## config.mk

```make
export PLATFORM = sky130hd
export DESIGN_NAME = bbp_point_mem
export DESIGN_NICKNAME = d
export VERILOG_FILES = /design/src/rtl/assert_macros.svh /design/src/rtl/bbp_pkg.sv /design/src/rtl/bbp_point_mem.sv
export SDC_FILE = /design/constraint.sdc
export NUM_CORES = 2
export LEC_CHECK = 0
export ABC_AREA = 1
export BUFFER_PORTS_ARGS = -buffer_cell sky130_fd_sc_hd__buf_2
export CAP_MARGIN = 15
export CORE_ASPECT_RATIO = 1.4
export CORE_MARGIN = 3
export CORE_UTILIZATION = 25
export CTS_CLUSTER_SIZE = 10
export DETAILED_ROUTE_END_ITERATION = 16
export PLACE_DENSITY = 0.38
export SETUP_SLACK_MARGIN = 0.05
export SLEW_MARGIN = 20
export SYNTH_ARGS = -nofsm -noshare
export SYNTH_HDL_FRONTEND = slang
export SYNTH_SLANG_ARGS = --single-unit
```

## constraint.sdc

```tcl
create_clock -name clk -period 1.23 [get_ports clk]
set_input_delay 0.0615 -clock clk [delete_from_list [all_inputs] [get_ports clk]]
set_output_delay 0.0615 -clock clk [all_outputs]
set_load 0.02 [all_outputs]
```

## src/rtl/assert_macros.svh

```systemverilog
// ----------------------------------------------------------------------------
// Assertion macros
// Shared concurrent assertion forms for the bridge path builder.
// ----------------------------------------------------------------------------
`ifndef ASSERT_MACROS_SVH
`define ASSERT_MACROS_SVH

// Same-cycle implication, disabled while reset is asserted
`define BBP_ASSERT_IMP(name, clk_s, rstn_s, ante, cons) \
	name: assert property (@(posedge clk_s) disable iff (!rstn_s) (ante) |-> (cons)) \
		else $error("bbp assertion failed");

// Next-cycle implication, disabled while reset is asserted
`define BBP_ASSERT_NXT(name, clk_s, rstn_s, ante, cons) \
	name: assert property (@(posedge clk_s) disable iff (!rstn_s) (ante) |=> (cons)) \
		else $error("bbp assertion failed");

`endif

```

## src/rtl/bbp_pkg.sv

```systemverilog
// ----------------------------------------------------------------------------
// bbp_pkg
// Widths, constants and the bridge scale table of the path builder.
// ----------------------------------------------------------------------------
package bbp_pkg;

	localparam int Z_W     = 18;  // normal sample, 14 fractional bits
	localparam int SS_W    = 17;  // sqrt(h), 16 fractional bits
	localparam int PT_W    = 24;  // path point / increment, 14 fractional bits
	localparam int STEP_W  = 6;   // step index on the result channel
	localparam int G_W     = 20;  // bridge scale, 16 fractional bits
	localparam int G_IDX_W = 8;   // scale table index
	localparam int G_DEPTH = 129; // scale table entries
	localparam int SUM_W   = PT_W + 1;
	localparam int P1_W    = Z_W + SS_W + 1;
	localparam int P2_W    = P1_W + G_W + 1;
	localparam int ACC_W   = P2_W + 1;
	localparam int RND_SH  = 32;  // 46 fractional bits down to 14
	localparam int SUM_SH  = 31;  // point sum alignment to 46 fractional bits

	localparam logic [SS_W-1:0] SS_RESET = SS_W'(8192);

	typedef logic [G_DEPTH-1:0][G_W-1:0] g_table_t;

	// Integer square root of a 64-bit value, rounded to nearest
	function automatic logic [63:0] isqrt_round(input logic [63:0] x);
		logic [63:0] r;
		logic [63:0] b;
		logic [63:0] v;
		r = '0;
		v = x;
		b = 64'h4000_0000_0000_0000;
		for (int i = 0; i < 32; i++) begin
			if (b > v) begin
				b = b >> 2;
			end
		end
		for (int i = 0; i < 32; i++) begin
			if (b != '0) begin
				if (v >= r + b) begin
					v = v - (r + b);
					r = (r >> 1) + b;
				end else begin
					r = r >> 1;
				end
				b = b >> 2;
			end
		end
		if (x - r * r > r) begin
			r = r + 64'd1;
		end
		return r;
	endfunction

	// Entry m holds round(sqrt(m/2) * 2^16)
	function automatic g_table_t build_g_table();
		g_table_t t;
		for (int m = 0; m < G_DEPTH; m++) begin
			t[m] = G_W'(isqrt_round(64'(m) << 31));
		end
		return t;
	endfunction

	localparam g_table_t G_TABLE = build_g_table();

endpackage

```

## src/rtl/bbp_point_mem.sv

```systemverilog
// ----------------------------------------------------------------------------
// bbp_point_mem
// Path point store: points 1..DEPTH in a synchronous memory with a registered
// read port. Per-entry valid bits make unwritten points read as zero;
// point zero always reads as zero.
// ----------------------------------------------------------------------------
module bbp_point_mem #(
	parameter int DEPTH = 64
) (
	input  logic                              clk,
	input  logic                              arst_n,
	input  logic                              clr,
	input  logic                              wr_en,
	input  logic [$clog2(DEPTH+1)-1:0]        wr_pt,
	input  logic signed [bbp_pkg::PT_W-1:0]   wr_data,
	input  logic [$clog2(DEPTH+1)-1:0]        rd_pt,
	output logic signed [bbp_pkg::PT_W-1:0]   rd_data
);

	localparam int PW = $clog2(DEPTH + 1);
	localparam int AW = $clog2(DEPTH);

	logic signed [bbp_pkg::PT_W-1:0] mem [DEPTH];
	logic [DEPTH-1:0]                valid_q;
	logic [PW-1:0]                   wr_pt_m1;
	logic [PW-1:0]                   rd_pt_m1;
	logic [AW-1:0]                   wr_addr;
	logic [AW-1:0]                   rd_addr;
	logic signed [bbp_pkg::PT_W-1:0] rd_q;
	logic                            rd_ok_q;

	// Map point index to memory address
	assign wr_pt_m1 = wr_pt - PW'(1);
	assign rd_pt_m1 = rd_pt - PW'(1);
	assign wr_addr  = wr_pt_m1[AW-1:0];
	assign rd_addr  = rd_pt_m1[AW-1:0];

	// Track written entries; drop them all at path start
	always_ff @(posedge clk or negedge arst_n) begin
		if (!arst_n) begin
			valid_q <= '0;
		end else if (clr) begin
			valid_q <= '0;
		end else if (wr_en) begin
			valid_q[wr_addr] <= 1'b1;
		end
	end

	// Write port
	always_ff @(posedge clk) begin
		if (wr_en) begin
			mem[wr_addr] <= wr_data;
		end
	end

	// Registered read port
	always_ff @(posedge clk) begin
		rd_q    <= mem[rd_addr];
		rd_ok_q <= (rd_pt != '0) && valid_q[rd_addr];
	end

	assign rd_data = rd_ok_q ? rd_q : '0;

endmodule

```

=== After elaboration in Yosys (flattened, before gate mapping) ===
Memory sizes are Yosys's and may differ from the RTL's. A register that Yosys moved wholly into a read port is not among the register bits.
Cells that the tools add are included.

* Bits of input ports: 42
* Register bits: 65
* Memory bits (writable): 1,536
* Output and inout bits: 24
* Memories: 1
* Logic and storage cells: 22

* Bitwise logic cells: 1
* Multiplexer cells: 9
* Order comparisons: 3
* Add/subtract/negate cells: 2
* Reduce and logical (&&, ||, !) cells: 4

{| class="wikitable"
|+ Memories
! name !! words !! bits a word !! rd ports !! clocked after memory_dff !! write ports !! line !! text
|-
| mem || 64 || 24 || 1 || 1 || 1 || bbp_point_mem.sv:23 || <nowiki>logic signed [bbp_pkg::PT_W-1:0] mem [DEPTH];</nowiki>
|}

{| class="wikitable"
|+ Operator list
! kind !! number
|-
| two-way mux 64 bit || 2
|-
| bitwise OR 64 bit || 1
|-
| two-way mux 24 bit || 1
|-
| < comparator 6 x 7 -> 1 bit, second input constant || 2
|-
| subtractor 6 x 1 -> 6 bit, second input constant || 2
|-
| nonzero test 7 bit || 1
|-
| binary-select mux 1 bit (select 6 bit) || 1
|-
| demux 1 bit (select 6 bit) || 1
|-
| >= comparator 6 x 1 -> 1 bit, second input constant || 1
|-
| two-way mux 1 bit || 4
|-
| logical AND 1 bit || 2
|-
| nonzero test 2 bit || 1
|}

=== Logic depth before layout (Yosys ltp) ===
* Word-level depth: 8
* Mapped depth: 19
* Mapped depth without buffers: 12

=== Least setup slack after synthesis ===
Ideal clock, no wire load.

* Kind: input-to-reg
* Start: input port rd_pt[0]
* End: register rd_ok_q
* Slack: -1,144 ps
* Path buffers: 7
* Library setup time: 113 ps
* Arrival time: 2,262 ps
* Cell stages on the path: 17
* Data required time: 1,117 ps
* Cell sequence: buf_4 > inv_4 > buf_6 > buf_6 > buf_8 > buf_4 > ha_1 > clkinv_1 > clkbuf_1 > clkbuf_1 > nand3_1 > nand3_1 > nand3_1 > nand3_1 > nand2_1 > nor2_1 > nor2_1

* Cells in the longest elaborated chain, start to end: 4
* Elaborated cells between the ends (all ways): 5
* Classes of those cells: add/sub: 1; mux: 2; reduce/logical: 2

{| class="wikitable"
|+ RTL lines
! item !! line !! text
|-
| start, declared || bbp_point_mem.sv:16 || <nowiki>input logic [$clog2(DEPTH+1)-1:0] rd_pt,</nowiki>
|-
| subtractor 6 x 1 -> 6 bit || bbp_point_mem.sv:34 || <nowiki>assign rd_pt_m1 = rd_pt - PW'(1);</nowiki>
|-
| binary-select mux 1 bit (select 6 bit) || bbp_point_mem.sv:59 || <nowiki>rd_ok_q <= (rd_pt != '0) && valid_q[rd_addr];</nowiki>
|-
| two-way mux 1 bit (not written as such) || bbp_point_mem.sv:59 ||
|-
| logical AND 1 bit (*) || bbp_point_mem.sv:59 ||
|-
| end signal, assigned || bbp_point_mem.sv:59 ||
|-
| end, declared || bbp_point_mem.sv:30 || <nowiki>logic rd_ok_q;</nowiki>
|}

Every way passes the cells marked *; elsewhere a longest branch is shown, timed or not. The select of a mux whose other input is x is not followed.
A chain may end at the register's enable or synchronous reset.

=== Worst setup path after layout ===
* Start: register rd_ok_q
* End: output port rd_data[9] (netlist name)

* Cells in the longest elaborated chain, start to end: 1

{| class="wikitable"
|+ RTL lines
! item !! line !! text
|-
| two-way mux 24 bit || bbp_point_mem.sv:62 || <nowiki>assign rd_data = rd_ok_q ? rd_q : '0;</nowiki>
|-
| end, declared || bbp_point_mem.sv:17 || <nowiki>output logic signed [bbp_pkg::PT_W-1:0] rd_data</nowiki>
|}

Every way passes these cells.

==> reports/qor.yml <==
timing:
  rsz0062_at_grt: "true"
  fin_worst_skew_ns: 0.0480
  slew_violations: 0
  fin_crit_ns: 1.76
  worstMarginPinSlew_ns: 0.847
  layout_setup_ws_ns: -0.531
  slew_headroom: 0.434
  timing.final.crit_share: 1.43
  holdWs_ns: -0.00420
  hold_viol: 1
  fmax_ghz: 0.568
  setup_viol: 1181
  tns_ns: -85.42
setup_path:
  arrival_ns: 1.70
  end_kind: "output port"
  slowest_delay_ns: 0.43
  path_cells: "clkbuf_16 -> nand2_4 -> inv_2 -> buf_6"
  r2r-start: "mem[34][13]"
  cp.required_ns: 1.17
  start_kind: "register"
  r2r_slack_ns: -0.18
  r2r_cells: 10
  critical_path_depth: 4
  regToRegEndpoint: "rd_q[13]"
  worstSetupPathType: "reg2out"
  setup.worst_path.start: "rd_ok_q"
  cp_num_buf_inv: 3
  cp_top_family: "flip-flops"
  slowest_stage: "dfxtp_4"
  cp_max_fo: 6
  cp-endpoint: "rd_data[9]"
floorplanning:
  die_y_um: 612
  dieArea_mm2: 0.268
  num_io_pins: 66
  chipWidth_um: 439
  num_rows: 221
  start_util: 0.252
  coreArea_mm2: 0.260
finish:
  layout.cells.non_filler: 9603
  post-route-cell-area_mm2: 0.0864
  fin_util: 0.333
  final_common_cell: "edfxtp_1"
  layout-drive-gt1-share: 0.223
  fillerInstances: 25900
  final_nets: 6099
  final_cell_mix: "1536 x edfxtp_1, 1215 x nor2_1, 609 x o21ai_0"
  seq_area_mm2: 0.0482
  syn2layout_area_growth_pct: 31.9
  multiInputGateArea_mm2: 0.0164
clock_tree:
  cts_buffers: 189
  htree_levels: 4
  path_clk_slew_ns: 0.06
  cts_hold_buf: 33
  clock_latency_ns: 0.84
  cts-root-buf: "clkbuf_16"
  cts_tree: "built"
  cts_num_sinks: 1625
  cts_max_path_buffers: 4
logic_synthesis:
  yosysUniqueCellTypes: 30
  ys_warn_count: 0
  syn_area_mm2: 0.0655
  synth-edff-count: 1536
  ys.flop_type: "edfxtp_1"
  postSynth.asyncResetShare: 0.0394
  synthCells: 5411
  seq_area_frac_synth: 0.736
  synth_seq_cells: 1625
  syn_nets: 5455
  synth_area_per_cell_um2: 12.1
grt:
  overflow: 0
  grt_pass1_wl_um: 346000
  antenna_found_initial: 14
  grt_pass1_vias: 44200
  grt_max_degree: 78
  grt_use_total: 0.179
route:
  vias_per_cell: 4.67
  firstDrtPassIters: 7
  drtAntennaViolNets: 0
  drtIter0Drc: 3406
  wirelength_um: 251000
  drc: 0
  wl_per_cell_um: 26.1
  dr_total_vias: 44900
place:
  dpl_worst_slack_ns: -1.53
  io_buffer_count: 64
  dp.cells: 9160
  place.gp.congestion: 0.839
  post-dp-hpwl_um: 152000
  placed_area_mm2: 0.0761
power_and_ir_drop:
  p_leak_nw: 29.4
  p_per_area_mw_per_mm2: 1480
  ir_drop_uv: 1020
status:
  violations: "negative hold slack, negative setup slack"
  status: "complete, but fails checks"
worst_hold_path:
  holdCritPathClass: "in2reg"
  min_delay_path_depth: 6
flow_run:
  cap_violations: 0
synthesized netlist by cell type, types with 33 or more instances:
library cell | count | area share
a21oi_1 | 93 | 0.0071
buf_2 | 97 | 0.0074
buf_4 | 33 | 0.0038
clkbuf_1 | 212 | 0.012
dfrtp_1 | 64 | 0.024
edfxtp_1 | 1536 | 0.70
inv_1 | 262 | 0.015
nand2_1 | 190 | 0.011
nand3_1 | 657 | 0.050
nand4_1 | 65 | 0.0062
nor2_1 | 1238 | 0.071
o211ai_1 | 192 | 0.022
o21ai_0 | 689 | 0.053
routing by layer:
layer,wire length [um],vias to the layer above,GRT usage
met5,0,-,0
met4,8490,0,0.0520
met3,9690,338,0.0206
met2,131000,1014,0.326
met1,102000,22900,0.222
li1,-,20600,-
report_power, final:
part	switching (mW)	internal [mW]
combinational	10.2	6.10
sequential	0.437	61.2
clock	21.7	28.6
total	32.4	96.0
cell type report:
| type | count | share of cell area |
|---|---|---|
| flip-flops and latches | 1625 | 0.558 |
| multi-input cells | 3151 | 0.190 |
| repair buffers | 820 | 0.125 |
| clock buffers | 272 | 0.0598 |
| well taps | 3456 | 0.0500 |
| inverters | 265 | 0.0154 |
| clock inverters | 3 | 0.000203 |
| diodes | 8 | 0.000232 |
| repair inverters | 3 | 0.000883 |
repair_timing:
action                                  in CTS  in global routing
setup buffers                               56                 44
endpoints found under the setup margin    1577               1531
resized for setup                          470                230
hold endpoints to repair                  1669                  2
pin swaps                                  217                168
gates cloned                                19                 33
how the worst min path moves through the flow:
stage | startpoint | endpoint | slack [ns]
floorplan | arst_n | valid_q[0] | -0.23
global placement | arst_n | valid_q[1] | 0.10
detailed placement | arst_n | valid_q[1] | 0.09
CTS | wr_pt[5] | valid_q[26] | -0.07
global route | wr_pt[5] | valid_q[30] | -0.005
finish | wr_pt[5] | valid_q[30] | -0.004
logic make-up after synthesis:
group / share of synthesized area
buf+inv: 0.0411
flops: 0.736
compound gates: 0.0827
xor+xnor: 0.000783
fa+ha+maj: 0.000382
simple gates: 0.139
state kept, by name (all words and copies together) (netlist names):
signal	cells
rd_q	24
mem	1536
valid_q	64
rd_ok_q	1
through the flow:
stage | hold WS, ns | power, mW
after detailed placement | 0.0907 | 76.6
after global placement | 0.105 | 76.7
after floorplan | -0.234 | 68.6
after global routing | -0.00534 | 133
final | -0.00420 | 128
after CTS | -0.0748 | 129
tightest hold or removal path, stage by stage:
cell and delay [ns]:
buf_2 0.10, xor2_2 0.08, buf_12 0.15, buf_8 0.13, nand4_1 0.17, a21oi_1 0.09
Power figures use the tool's default switching activity.
